==> src/rtl/efs_pkg.sv <==
// shared types, constants and mask search functions for the elevator floor scheduler
// no dependencies; imported by efs_ctrl, efs_datapath and elevator_floor_scheduler

package efs_pkg;

  localparam int NUM_FLOORS = 16;
  localparam int FLOOR_W    = 5;

  typedef logic [FLOOR_W-1:0]    floor_t;
  typedef logic [NUM_FLOORS-1:0] mask_t;

  typedef enum logic [1:0] {
    CMD_REQUEST = 2'd0,
    CMD_ARRIVE  = 2'd1,
    CMD_PASS    = 2'd2
  } cmd_t;

  typedef enum logic [1:0] {
    DIR_STAY = 2'd0,
    DIR_UP   = 2'd1,
    DIR_DOWN = 2'd2
  } dir_t;

  typedef enum logic [1:0] {
    ST_IDLE,
    ST_APPLY,
    ST_PICK,
    ST_SCAN
  } state_t;

  typedef struct packed {
    logic load;
    logic apply;
    logic pick;
    logic scan;
  } dp_cmd_t;

  typedef struct packed {
    logic out_full;
  } dp_status_t;

  // lowest marked floor, 0 when none
  function automatic floor_t lowest_set(mask_t m);
    floor_t r;
    r = '0;
    for (int i = NUM_FLOORS - 1; i >= 0; i--) begin
      if (m[i]) r = FLOOR_W'(i + 1);
    end
    return r;
  endfunction

  // highest marked floor, 0 when none
  function automatic floor_t highest_set(mask_t m);
    floor_t r;
    r = '0;
    for (int i = 0; i < NUM_FLOORS; i++) begin
      if (m[i]) r = FLOOR_W'(i + 1);
    end
    return r;
  endfunction

  // floors strictly below f
  function automatic mask_t floors_below(floor_t f);
    mask_t r;
    for (int i = 0; i < NUM_FLOORS; i++) begin
      r[i] = (FLOOR_W'(i + 1) < f);
    end
    return r;
  endfunction

  // one-hot mark of floor f (f in range)
  function automatic mask_t floor_bit(floor_t f);
    mask_t r;
    for (int i = 0; i < NUM_FLOORS; i++) begin
      r[i] = (FLOOR_W'(i + 1) == f);
    end
    return r;
  endfunction

endpackage

==> src/rtl/efs_ctrl.sv <==
// sequencer for the elevator floor scheduler: load, apply, pick target, scan
// depends on efs_pkg

module efs_ctrl (
  input  logic                clk,
  input  logic                rst,
  input  logic                s_tvalid,
  output logic                s_tready,
  input  efs_pkg::dp_status_t status,
  output efs_pkg::dp_cmd_t    cmd
);
  import efs_pkg::*;

  state_t state, state_next;

  always_ff @(posedge clk) begin
    if (rst) begin
      state <= ST_IDLE;
    end else begin
      state <= state_next;
    end
  end

  always_comb begin
    state_next = state;
    cmd        = '0;
    s_tready   = 1'b0;
    case (state)
      ST_IDLE: begin
        s_tready = 1'b1;
        if (s_tvalid) begin
          cmd.load   = 1'b1;
          state_next = ST_APPLY;
        end
      end
      ST_APPLY: begin
        cmd.apply  = 1'b1;
        state_next = ST_PICK;
      end
      ST_PICK: begin
        cmd.pick   = 1'b1;
        state_next = ST_SCAN;
      end
      ST_SCAN: begin
        // hold until the result register can take the beat
        if (!status.out_full) begin
          cmd.scan   = 1'b1;
          state_next = ST_IDLE;
        end
      end
      default: state_next = ST_IDLE;
    endcase
  end

endmodule

==> src/rtl/efs_datapath.sv <==
// scheduler state, request mask searches and result register
// depends on efs_pkg; steered by efs_ctrl

module efs_datapath (
  input  logic                clk,
  input  logic                rst,
  input  efs_pkg::dp_cmd_t    cmd,
  output efs_pkg::dp_status_t status,
  input  logic [1:0]          in_command,
  input  efs_pkg::floor_t     in_floor,
  output logic                m_tvalid,
  input  logic                m_tready,
  output logic                out_aim,
  output efs_pkg::floor_t     out_stop,
  output logic                out_go_down,
  output logic                out_busy
);
  import efs_pkg::*;

  // scheduler state
  mask_t  pending_mask;
  floor_t position_floor;
  floor_t far_target;
  logic   busy_flag;
  dir_t   travel_direction;

  // captured event
  logic [1:0] cmd_q;
  floor_t     fl_q;
  logic       fl_ok;
  logic       is_req;
  logic       arr_act;
  logic       pick_pending;

  floor_t scan_floor;
  dir_t   heading;
  floor_t pick_floor;
  logic   go_up;
  logic   scan_aim;
  logic   scan_free;
  floor_t scan_stop;

  assign status.out_full = m_tvalid && !m_tready;

  assign go_up = (far_target != '0) && (far_target > position_floor);

  always_comb begin
    if (go_up) begin
      scan_floor = lowest_set(pending_mask & ~floors_below(position_floor));
    end else begin
      scan_floor = highest_set(pending_mask &
                               (floors_below(position_floor) | floor_bit(position_floor)));
    end
    // no target compares as below every floor
    heading    = ((far_target == '0) || (position_floor > far_target)) ? DIR_DOWN : DIR_UP;
    pick_floor = (travel_direction == DIR_UP) ? highest_set(pending_mask)
                                              : lowest_set(pending_mask);
    // a request always gets a stop, an arrival only when something is still marked
    scan_aim  = is_req || (arr_act && (scan_floor != '0));
    scan_free = arr_act && (scan_floor == '0);
    if (is_req && (scan_floor == '0)) begin
      scan_stop = fl_q;
    end else if (scan_aim) begin
      scan_stop = scan_floor;
    end else begin
      scan_stop = '0;
    end
  end

  always_ff @(posedge clk) begin
    if (rst) begin
      pending_mask     <= '0;
      position_floor   <= FLOOR_W'(1);
      far_target       <= '0;
      busy_flag        <= 1'b0;
      travel_direction <= DIR_STAY;
      m_tvalid         <= 1'b0;
      is_req           <= 1'b0;
      arr_act          <= 1'b0;
      pick_pending     <= 1'b0;
    end else begin
      if (cmd.scan) begin
        m_tvalid <= 1'b1;
      end else if (m_tvalid && m_tready) begin
        m_tvalid <= 1'b0;
      end

      if (cmd.apply) begin
        is_req       <= fl_ok && (cmd_q == CMD_REQUEST);
        arr_act      <= fl_ok && (cmd_q == CMD_ARRIVE) && busy_flag;
        pick_pending <= fl_ok && (cmd_q == CMD_ARRIVE) && busy_flag && (fl_q == far_target);
        if (fl_ok) begin
          case (cmd_q)
            CMD_REQUEST: begin
              busy_flag    <= 1'b1;
              pending_mask <= pending_mask | floor_bit(fl_q);
              if ((far_target == '0) ||
                  (travel_direction == DIR_UP && fl_q > far_target) ||
                  (travel_direction == DIR_DOWN && fl_q < far_target)) begin
                far_target <= fl_q;
              end
            end
            CMD_ARRIVE: begin
              if (busy_flag) begin
                position_floor <= fl_q;
                pending_mask   <= pending_mask & ~floor_bit(fl_q);
                if (fl_q == far_target) begin
                  far_target <= '0;
                end
              end
            end
            CMD_PASS: begin
              position_floor <= fl_q;
            end
            default: ;
          endcase
        end
      end

      // new far target from the cleared mask; stays empty when nothing is marked
      if (cmd.pick && pick_pending) begin
        far_target <= pick_floor;
      end

      if (cmd.scan) begin
        out_aim     <= scan_aim;
        out_stop    <= scan_stop;
        out_go_down <= scan_aim ? (heading == DIR_DOWN) : (travel_direction == DIR_DOWN);
        out_busy    <= busy_flag && !scan_free;
        if (scan_aim) begin
          travel_direction <= heading;
        end
        if (scan_free) begin
          busy_flag <= 1'b0;
        end
      end
    end
  end

  // event capture, payload only
  always_ff @(posedge clk) begin
    if (cmd.load) begin
      cmd_q <= in_command;
      fl_q  <= in_floor;
      fl_ok <= (in_floor != '0) && (in_floor <= FLOOR_W'(NUM_FLOORS));
    end
  end

endmodule

==> src/rtl/elevator_floor_scheduler.sv <==
// top level of the elevator floor scheduler: stream ports, sequencer and datapath
// depends on efs_pkg, efs_ctrl and efs_datapath

// One floor event is taken per beat on the slave side and exactly one result beat
// leaves on the master side for it. From acceptance to result each event goes through
// these steps in order: one to capture, one to update the request mask, position and far
// target, one to pick a new far target after arrival at the old one, and one to scan the
// request mask for the nearest marked floor and load the result register. The mask
// searches are priority encoders over all floors, so the steps do not depend on the
// number of floors. A result waiting in the result register does not block the
// next event from being accepted; only its final scan step waits for the register.
module elevator_floor_scheduler (
  input  logic       clk,
  input  logic       rst,
  input  logic       s_tvalid,
  output logic       s_tready,
  input  logic [7:0] s_tdata,   // [4:0] floor_number, [7:5] zero
  input  logic [1:0] s_tuser,   // [1:0] command
  output logic       m_tvalid,
  input  logic       m_tready,
  output logic [7:0] m_tdata,   // [4:0] next_stop, [5] go_down, [6] is_busy, [7] zero
  output logic       m_tuser    // [0] aim_issued
);
  import efs_pkg::*;

  dp_cmd_t    cmd;
  dp_status_t status;
  floor_t     out_stop;
  logic       out_aim;
  logic       out_go_down;
  logic       out_busy;
  logic       unused_pad;

  // upper pad bits of the input beat carry nothing
  assign unused_pad = ^s_tdata[7:5];

  efs_ctrl u_ctrl (
    .clk      (clk),
    .rst      (rst),
    .s_tvalid (s_tvalid),
    .s_tready (s_tready),
    .status   (status),
    .cmd      (cmd)
  );

  efs_datapath u_dp (
    .clk         (clk),
    .rst         (rst),
    .cmd         (cmd),
    .status      (status),
    .in_command  (s_tuser),
    .in_floor    (s_tdata[4:0]),
    .m_tvalid    (m_tvalid),
    .m_tready    (m_tready),
    .out_aim     (out_aim),
    .out_stop    (out_stop),
    .out_go_down (out_go_down),
    .out_busy    (out_busy)
  );

  // result beat packing
  assign m_tdata = {1'b0, out_busy, out_go_down, out_stop};
  assign m_tuser = out_aim;

endmodule

==> config.mk <==
export PLATFORM = sky130hd
export DESIGN_NAME = elevator_floor_scheduler
export DESIGN_NICKNAME = d
export VERILOG_FILES = /design/src/rtl/efs_pkg.sv /design/src/rtl/efs_ctrl.sv /design/src/rtl/efs_datapath.sv /design/src/rtl/elevator_floor_scheduler.sv
export SDC_FILE = /design/constraint.sdc
export NUM_CORES = 1
export LEC_CHECK = 0
export BUFFER_PORTS_ARGS = -buffer_cell sky130_fd_sc_hd__buf_2
export CORE_ASPECT_RATIO = 1.75
export CORE_UTILIZATION = 60
export DETAILED_ROUTE_END_ITERATION = 12
export PLACE_DENSITY = 0.79
export SLEW_MARGIN = 10
export SYNTH_ARGS = -nofsm -noshare
export SYNTH_HDL_FRONTEND = slang
export SYNTH_SLANG_ARGS = --single-unit
==> constraint.sdc <==
create_clock -name clk -period 3.9 [get_ports clk]
set_input_delay 1.17 -clock clk [delete_from_list [all_inputs] [get_ports clk]]
set_output_delay 1.17 -clock clk [all_outputs]
set_load 0.005 [all_outputs]
==> flow_metrics.env, run 1 <==
export IMPL_antenna_found_initial=0
export IMPL_dp_hpwl_um=7880
export IMPL_ys_warn_count=0
export IMPL_io_pins=25
export IMPL_vdd_drop_max_uv=349
export IMPL_cts_root_buffer="clkbuf_8"
export IMPL_cts_buffers=5
export IMPL_min_period_ns=3.66
export IMPL_synth_edf_count=16
export IMPL_num_antenna_cells=0
export IMPL_tns_ns=0
export IMPL_finalCritPeriodShare=0.939
export IMPL_drc=0
export IMPL_startpoint="u_dp.position_floor[1]$_SDFFE_PP0P_"
export IMPL_start_kind="register"
export IMPL_reg2reg_from="u_dp.position_floor[1]$_SDFFE_PP0P_"
export IMPL_final_max_slew_viol_count=0
export IMPL_synthMuxAreaShare=0.0340
export IMPL_grt_total_usage=0.351
export IMPL_max_cap_violations=0
export IMPL_synth_area_um2=3680
export IMPL_clock_latency_ns=0.33
export IMPL_synth_fa_ha_area_frac=0.0476
export IMPL_avgViaCountPerCell=6.82
export IMPL_avgSynthCellArea_um2=8.18
export IMPL_cts_resized=0
export IMPL_synth_compound_area_frac=0.315
export IMPL_grt_overflow_total=0
export IMPL_grt_pass1_vias=3316
export IMPL_maxSlewHeadroom=0.523
export IMPL_postRouteAntennaNets=0
export IMPL_worstHoldPathType="register to register"
export IMPL_grt_util_met1=0.373
export IMPL_synth_ff_type="dfxtp_1"
export IMPL_synth_seq_cells=51
export IMPL_synthSimpleGateAreaFrac=0.212
export IMPL_synth_top_family_by_area="compound AO/OA/AOI/OAI gates"
export IMPL_cp_arrival_ns=3.87
export IMPL_drt_wl_total_um=10600
export IMPL_powerDensity_nw_per_um2=372
export IMPL_io_buffers=20
export IMPL_hp_start="u_dp.pick_pending$_SDFFE_PP0P_"
export IMPL_firstDrtPassIters=6
export IMPL_core_um2=5880
export IMPL_grt_pass1_wl_um=16600
export IMPL_grt_use_met3=0.0601
export IMPL_postCtsSetupRepairBufs=0
export IMPL_final_setup_viol_count=0
export IMPL_crit_fanout=16
export IMPL_clk_pin_slew_worst_paths_ns=0.09
export IMPL_grt_busiest_layer="met2"
export IMPL_gp_congestion=0.996
export IMPL_critPathRequiredTime_ns=4.11
export IMPL_vias=3575
export IMPL_timing_hold_ws_ns=0.475
export IMPL_worstMarginPinSlew_ns=0.710
export IMPL_design_power_total_mw=1.44
export IMPL_rows=37
export IMPL_postCtsHoldBufs=0
export IMPL_timing_final_hold_violations=0
export IMPL_p_leak_nw=1.48
export IMPL_cts_max_level=2
export IMPL_finClkSkew_ns=0.00911
export IMPL_fmax_mhz=273
export IMPL_wl_per_cell_um=20.2
export IMPL_die_w_um=61.2
export IMPL_worstSetupPathType="register to register"
export IMPL_status="completed"
export IMPL_async_flop_share=0
export IMPL_yosysSeqAreaShare=0.321
export IMPL_drive_gt1_frac=0.114
export IMPL_cts_buffer_depth=2
export IMPL_grt_met2_usage=0.593
export IMPL_die_y_um=106
export IMPL_design_die_area_um2=6460
export IMPL_drtIter0Drc=345
export IMPL_nets=473
export IMPL_grt_max_degree=36
export IMPL_tritoncts="done"
export IMPL_clock_sinks=51
export IMPL_areaGrowthSynthToFinish_pct=5.17
export IMPL_ys_types=70
export IMPL_synth_xor_area_share=0.00238
export IMPL_initial_core_util=0.626
export IMPL_synthCells=450
export IMPL_rsz0062_at_grt="false"
export IMPL_cp_end_kind="register"
export IMPL_synth_nets=478
kinds of logic (layout without fill, tap and decap cells):
logic type | after synthesis | count (layout)
other | 1 | 1
adders and majority gates | 14 | 14
buffers and inverters | 58 | 54
xor gates and xnor gates | 1 | 1
AOI/OAI and AO/OA | 161 | 161
muxes | 12 | 12
and+or+nand+nor | 152 | 152
DFF | 51 | 51
cells in the final DEF, fill, tap and decap left out, drive strengths merged, types with 5 or more instances in the layout:
master  synthesis  final
a211oi         10     10
a21boi          8      8
a21oi          35     35
a221oi          5      5
a311oi         14     14
and2            6      6
and3            5      5
buf            16     27
clkbuf         23      7
dfxtp          35     35
edfxtp         16     16
ha             14     14
inv            19     20
mux2i          11     11
nand2          30     30
nand2b          6      6
nand3          11     11
nand4           5      5
nor2           46     46
nor2b          12     12
nor3            8      8
o211ai          8      8
o21a            9      9
o21ai          17     17
o21bai          5      5
or2             6      6
power by group:
| part | switching [mW] | internal [mW] |
|---|---|---|
| clock network | 0.194 | 0.186 |
| logic | 0.230 | 0.148 |
| registers | 0.0788 | 0.604 |
| total | 0.503 | 0.937 |
final timing paths:
| kind | cells past startpoint | slack (ns) | endpoint |
|---|---|---|---|
| worst max-delay path | 11 | 0.24 | u_dp.travel_direction[1]$_SDFFE_PP0P_ |
| worst min-delay path | 2 | 0.48 | u_dp.pick_pending$_SDFFE_PP0P_ |
| worst max register to register | 11 | 0.24 | u_dp.travel_direction[1]$_SDFFE_PP0P_ |
| worst min register to register | 2 | 0.48 | u_dp.pick_pending$_SDFFE_PP0P_ |
area by class of cell:
type,instances,area [µm²]
Multi-Input combinational cell,341,2250
Clock inverter,1,8.76
Clock buffer,7,108
Sequential cell,51,1180
Tap cell,78,97.6
Fill cell,518,2010
Timing Repair Buffer,27,153
Inverter,19,71.3
worst max-delay path, cell delays in order (launching register included):
cell and delay, ns:
dfxtp_1 0.72, ha_1 0.36, and4_1 0.22, a21o_1 0.22, nor3_1 0.56, nand2_1 0.11
o32ai_1 0.57, nor4b_4 0.13, buf_4 0.20, o21ai_2 0.20, mux2i_1 0.22, nor2_1 0.05
routing by layer:
layer  vias up  part of all wire
met5         -                 0
met4         0             0.070
met3        54             0.055
met2       166              0.52
met1      1670              0.35
li1       1685                 -
cell usage after synthesis, types with 4 or more instances:
master,n,share of area
clkbuf_1,23,0.023
buf_2,9,0.012
nand2_1,30,0.031
o22ai_1,4,0.0068
nand4_1,5,0.0085
o21ai_0,16,0.022
nand3_1,11,0.015
o211ai_1,8,0.016
mux2i_1,11,0.030
o21bai_1,4,0.0082
o21a_1,9,0.018
or2_2,6,0.010
and3_1,5,0.0085
edfxtp_1,16,0.13
a311oi_1,14,0.033
a31oi_1,4,0.0068
a221oi_1,5,0.012
a211oi_1,10,0.020
nor2_1,46,0.047
nand2b_1,6,0.010
nor3_1,8,0.011
a21oi_1,35,0.048
nor2b_1,12,0.020
ha_1,14,0.048
inv_1,19,0.019
dfxtp_1,35,0.19
and2_1,6,0.010
a21boi_0,8,0.016
per-stage QoR:
step	util	setup slack, ns	area, µm²	std cells
floorplan	-	1.06	3680	450
global placement	0.639	0.483	3750	516
detailed placement	0.639	0.366	3750	516
CTS	0.658	0.356	3870	524
global route	0.658	0.0777	3870	524
finish	0.658	0.237	3870	524
Power figures use the tool's default switching activity.
==> run 2: changes to the inputs <==
--- a/config.mk
+++ b/config.mk
@@ -7,9 +7,9 @@
 export LEC_CHECK = 0
 export BUFFER_PORTS_ARGS = -buffer_cell sky130_fd_sc_hd__buf_2
 export CORE_ASPECT_RATIO = 1.75
-export CORE_UTILIZATION = 60
+export CORE_UTILIZATION = 55
 export DETAILED_ROUTE_END_ITERATION = 12
-export PLACE_DENSITY = 0.79
+export PLACE_DENSITY = 0.76
 export SLEW_MARGIN = 10
 export SYNTH_ARGS = -nofsm -noshare
 export SYNTH_HDL_FRONTEND = slang
==> constraint.sdc (replaced) <==
create_clock -name clk -period 3.34 [get_ports clk]
set_input_delay 1.002 -clock clk [delete_from_list [all_inputs] [get_ports clk]]
set_output_delay 1.002 -clock clk [all_outputs]
set_load 0.005 [all_outputs]
==> run 2 against run 1 <==
Compared with the run above:
- core utilization shrank 4.6 points
- combinational power rose by 22%
- flip-flop and latch count unchanged
- critical path type unchanged
- hold slack worse by 0.0067 ns
- design area up 2.7%
- global-route usage down 3.4 points
- fmax is 18% higher
- worst setup slack better by 0.011 ns
- clock power grew 45%
==> flow_metrics.env, run 2 (synthesized netlist as in run 1, its figures left out) <==
export IMPL_status="completed"
export IMPL_vias=3542
export IMPL_worstHoldPathType="register to register"
export IMPL_path_buf_inv=2
export IMPL_power_frac_comb=0.257
export IMPL_power_frac_seq=0.437
export IMPL_p_sw_frac=0.327
export IMPL_vdd_drop_max_uv=521
export IMPL_core_um2=6490
export IMPL_num_antenna_cells=0
export IMPL_crit_slowest_cell="dfxtp_1"
export IMPL_crit_chain="buf_4, nand2_1, o311ai_1, nand4_1, a32oi_1, nand3_1, nor4b_4, buf_4, nand2_1, a21boi_0"
export IMPL_drc=0
export IMPL_placed_area_um2=3810
export IMPL_worstMarginPinSlew_ns=0.666
export IMPL_fmax_mhz=323
export IMPL_cts_max_level=2
export IMPL_drt_wl_total_um=10300
export IMPL_grt_total_usage=0.317
export IMPL_cts_buffers=5
export IMPL_clock_sinks=51
export IMPL_design_power_total_mw=1.79
export IMPL_rows=39
export IMPL_min_period_ns=3.09
export IMPL_clk_pin_slew_worst_paths_ns=0.07
export IMPL_postRouteAntennaNets=0
export IMPL_drive_gt1_frac=0.130
export IMPL_grt_max_degree=35
export IMPL_dp_hpwl_um=7830
export IMPL_fin_cells=535
export IMPL_gp_congestion=0.995
export IMPL_p_leak_nw=1.54
export IMPL_fin_ws_ns=0.247
export IMPL_max_cap_violations=0
export IMPL_cp_arrival_ns=3.21
export IMPL_grt_pass1_wl_um=17000
export IMPL_dp_cells=527
export IMPL_grt_pass1_vias=3533
export IMPL_grt_overflow_total=0
export IMPL_firstDrtPassIters=4
export IMPL_areaGrowthSynthToFinish_pct=8.06
export IMPL_timing_final_hold_violations=0
export IMPL_crit_fanout=16
export IMPL_rsz0062_at_grt="false"
export IMPL_die_w_um=63.8
export IMPL_final_cell_mix="46 x nor2_1, 35 x a21oi_1, 34 x dfxtp_1, 30 x nand2_1, 20 x buf_2"
export IMPL_power_switching_mw=0.585
export IMPL_finClkSkew_ns=0.00599
export IMPL_tns_ns=0
export IMPL_tritoncts="done"
export IMPL_nFillCells=578
export IMPL_p_int_mw=1.21
export IMPL_utilization=0.613
export IMPL_cts_buffer_depth=2
export IMPL_finalCritPeriodShare=0.926
export IMPL_die_y_um=110
export IMPL_timing_hold_ws_ns=0.468
export IMPL_layout_commonest_cell="nor2_1"
export IMPL_final_max_slew_viol_count=0
export IMPL_final_area_um2=3980
export IMPL_cp_end_kind="register"
export IMPL_timing_critical_path_slowest_cell_delay_ns=0.48
export IMPL_start_kind="register"
export IMPL_maxSlewHeadroom=0.554
export IMPL_nets=480
export IMPL_r2r_setup_slack_ns=0.25
export IMPL_io_pins=25
export IMPL_antenna_found_initial=0
export IMPL_worstSetupPathType="register to register"
export IMPL_io_buffers=20
export IMPL_wl_per_cell_um=19.3
export IMPL_final_setup_viol_count=0
export IMPL_avgViaCountPerCell=6.62
export IMPL_pwr_share_clk=0.306
export IMPL_cp_top_family="compound AO/OA/AOI/OAI gates"
export IMPL_clock_latency_ns=0.29
export IMPL_cts_root_buffer="clkbuf_16"
export IMPL_design_die_area_um2=7040
export IMPL_powerDensity_nw_per_um2=451
export IMPL_dpl_worst_slack_ns=0.250
export IMPL_drtIter0Drc=331
export IMPL_critPathRequiredTime_ns=3.46
export IMPL_initial_core_util=0.567
[run 2: changes by cell type in the layout (fill, tap and decap cells not counted)]
cell	change
clkinv_4	+1
dfxtp_2	+1
clkbuf_16	+5
clkinv_2	+1
dfxtp_1	-1
inv_6	-1
buf_4	+7
clkbuf_8	-6
[run 2: power by group through the flow]
stage	Clock (mW)	Combinational [mW]	Sequential, mW
after floorplan	0	0.356	0.756
after global placement	0	0.437	0.791
after detailed placement	0	0.452	0.794
after CTS	0.556	0.456	0.780
after global routing	0.578	0.512	0.790
final	0.549	0.460	0.783
[run 2: worst register-to-register path, stage by stage (launching register included)]
cell      delay (ns)
dfxtp_1         0.48
buf_4           0.27
nand2_1         0.11
o311ai_1        0.43
nand4_1         0.23
a32oi_1         0.37
nand3_1         0.20
nor4b_4         0.33
buf_4           0.21
nand2_1         0.06
a21boi_0        0.23
[run 2: final cells by class]
class	count	area, µm²	share of cell area
well taps	82	103	0.0258
clock buffers	6	150	0.0377
repair buffers	34	205	0.0516
inverters	19	71.3	0.0179
clock inverters	2	13.8	0.00346
flip-flops and latches	51	1180	0.297
multi-input cells	341	2250	0.566
[run 2: final timing paths]
check / start / to / depth (start not counted)
max reg2reg: u_dp.position_floor[3]$_SDFFE_PP0P_ / u_dp.out_stop[3]$_DFFE_PP_ / 10
max: u_dp.position_floor[3]$_SDFFE_PP0P_ / u_dp.out_stop[3]$_DFFE_PP_ / 10
min reg2reg: u_dp.pick_pending$_SDFFE_PP0P_ / u_dp.pick_pending$_SDFFE_PP0P_ / 2
min: u_dp.pick_pending$_SDFFE_PP0P_ / u_dp.pick_pending$_SDFFE_PP0P_ / 2
[run 2: what timing repair did]
| action | CTS | global route |
|---|---|---|
| endpoints found under the hold margin | 0 | 0 |
| setup endpoints to repair | 0 | 1 |
| hold buffers | 0 | 0 |
| gates resized for setup | 0 | 1 |
| setup buffers | 0 | 0 |
[run 2: routing by layer]
layer | global-route usage | routed length, µm
met1 | 0.319 | 3690
met5 | 0 | 0
met4 | 0.278 | 813
met2 | 0.571 | 5390
met3 | 0.0381 | 424
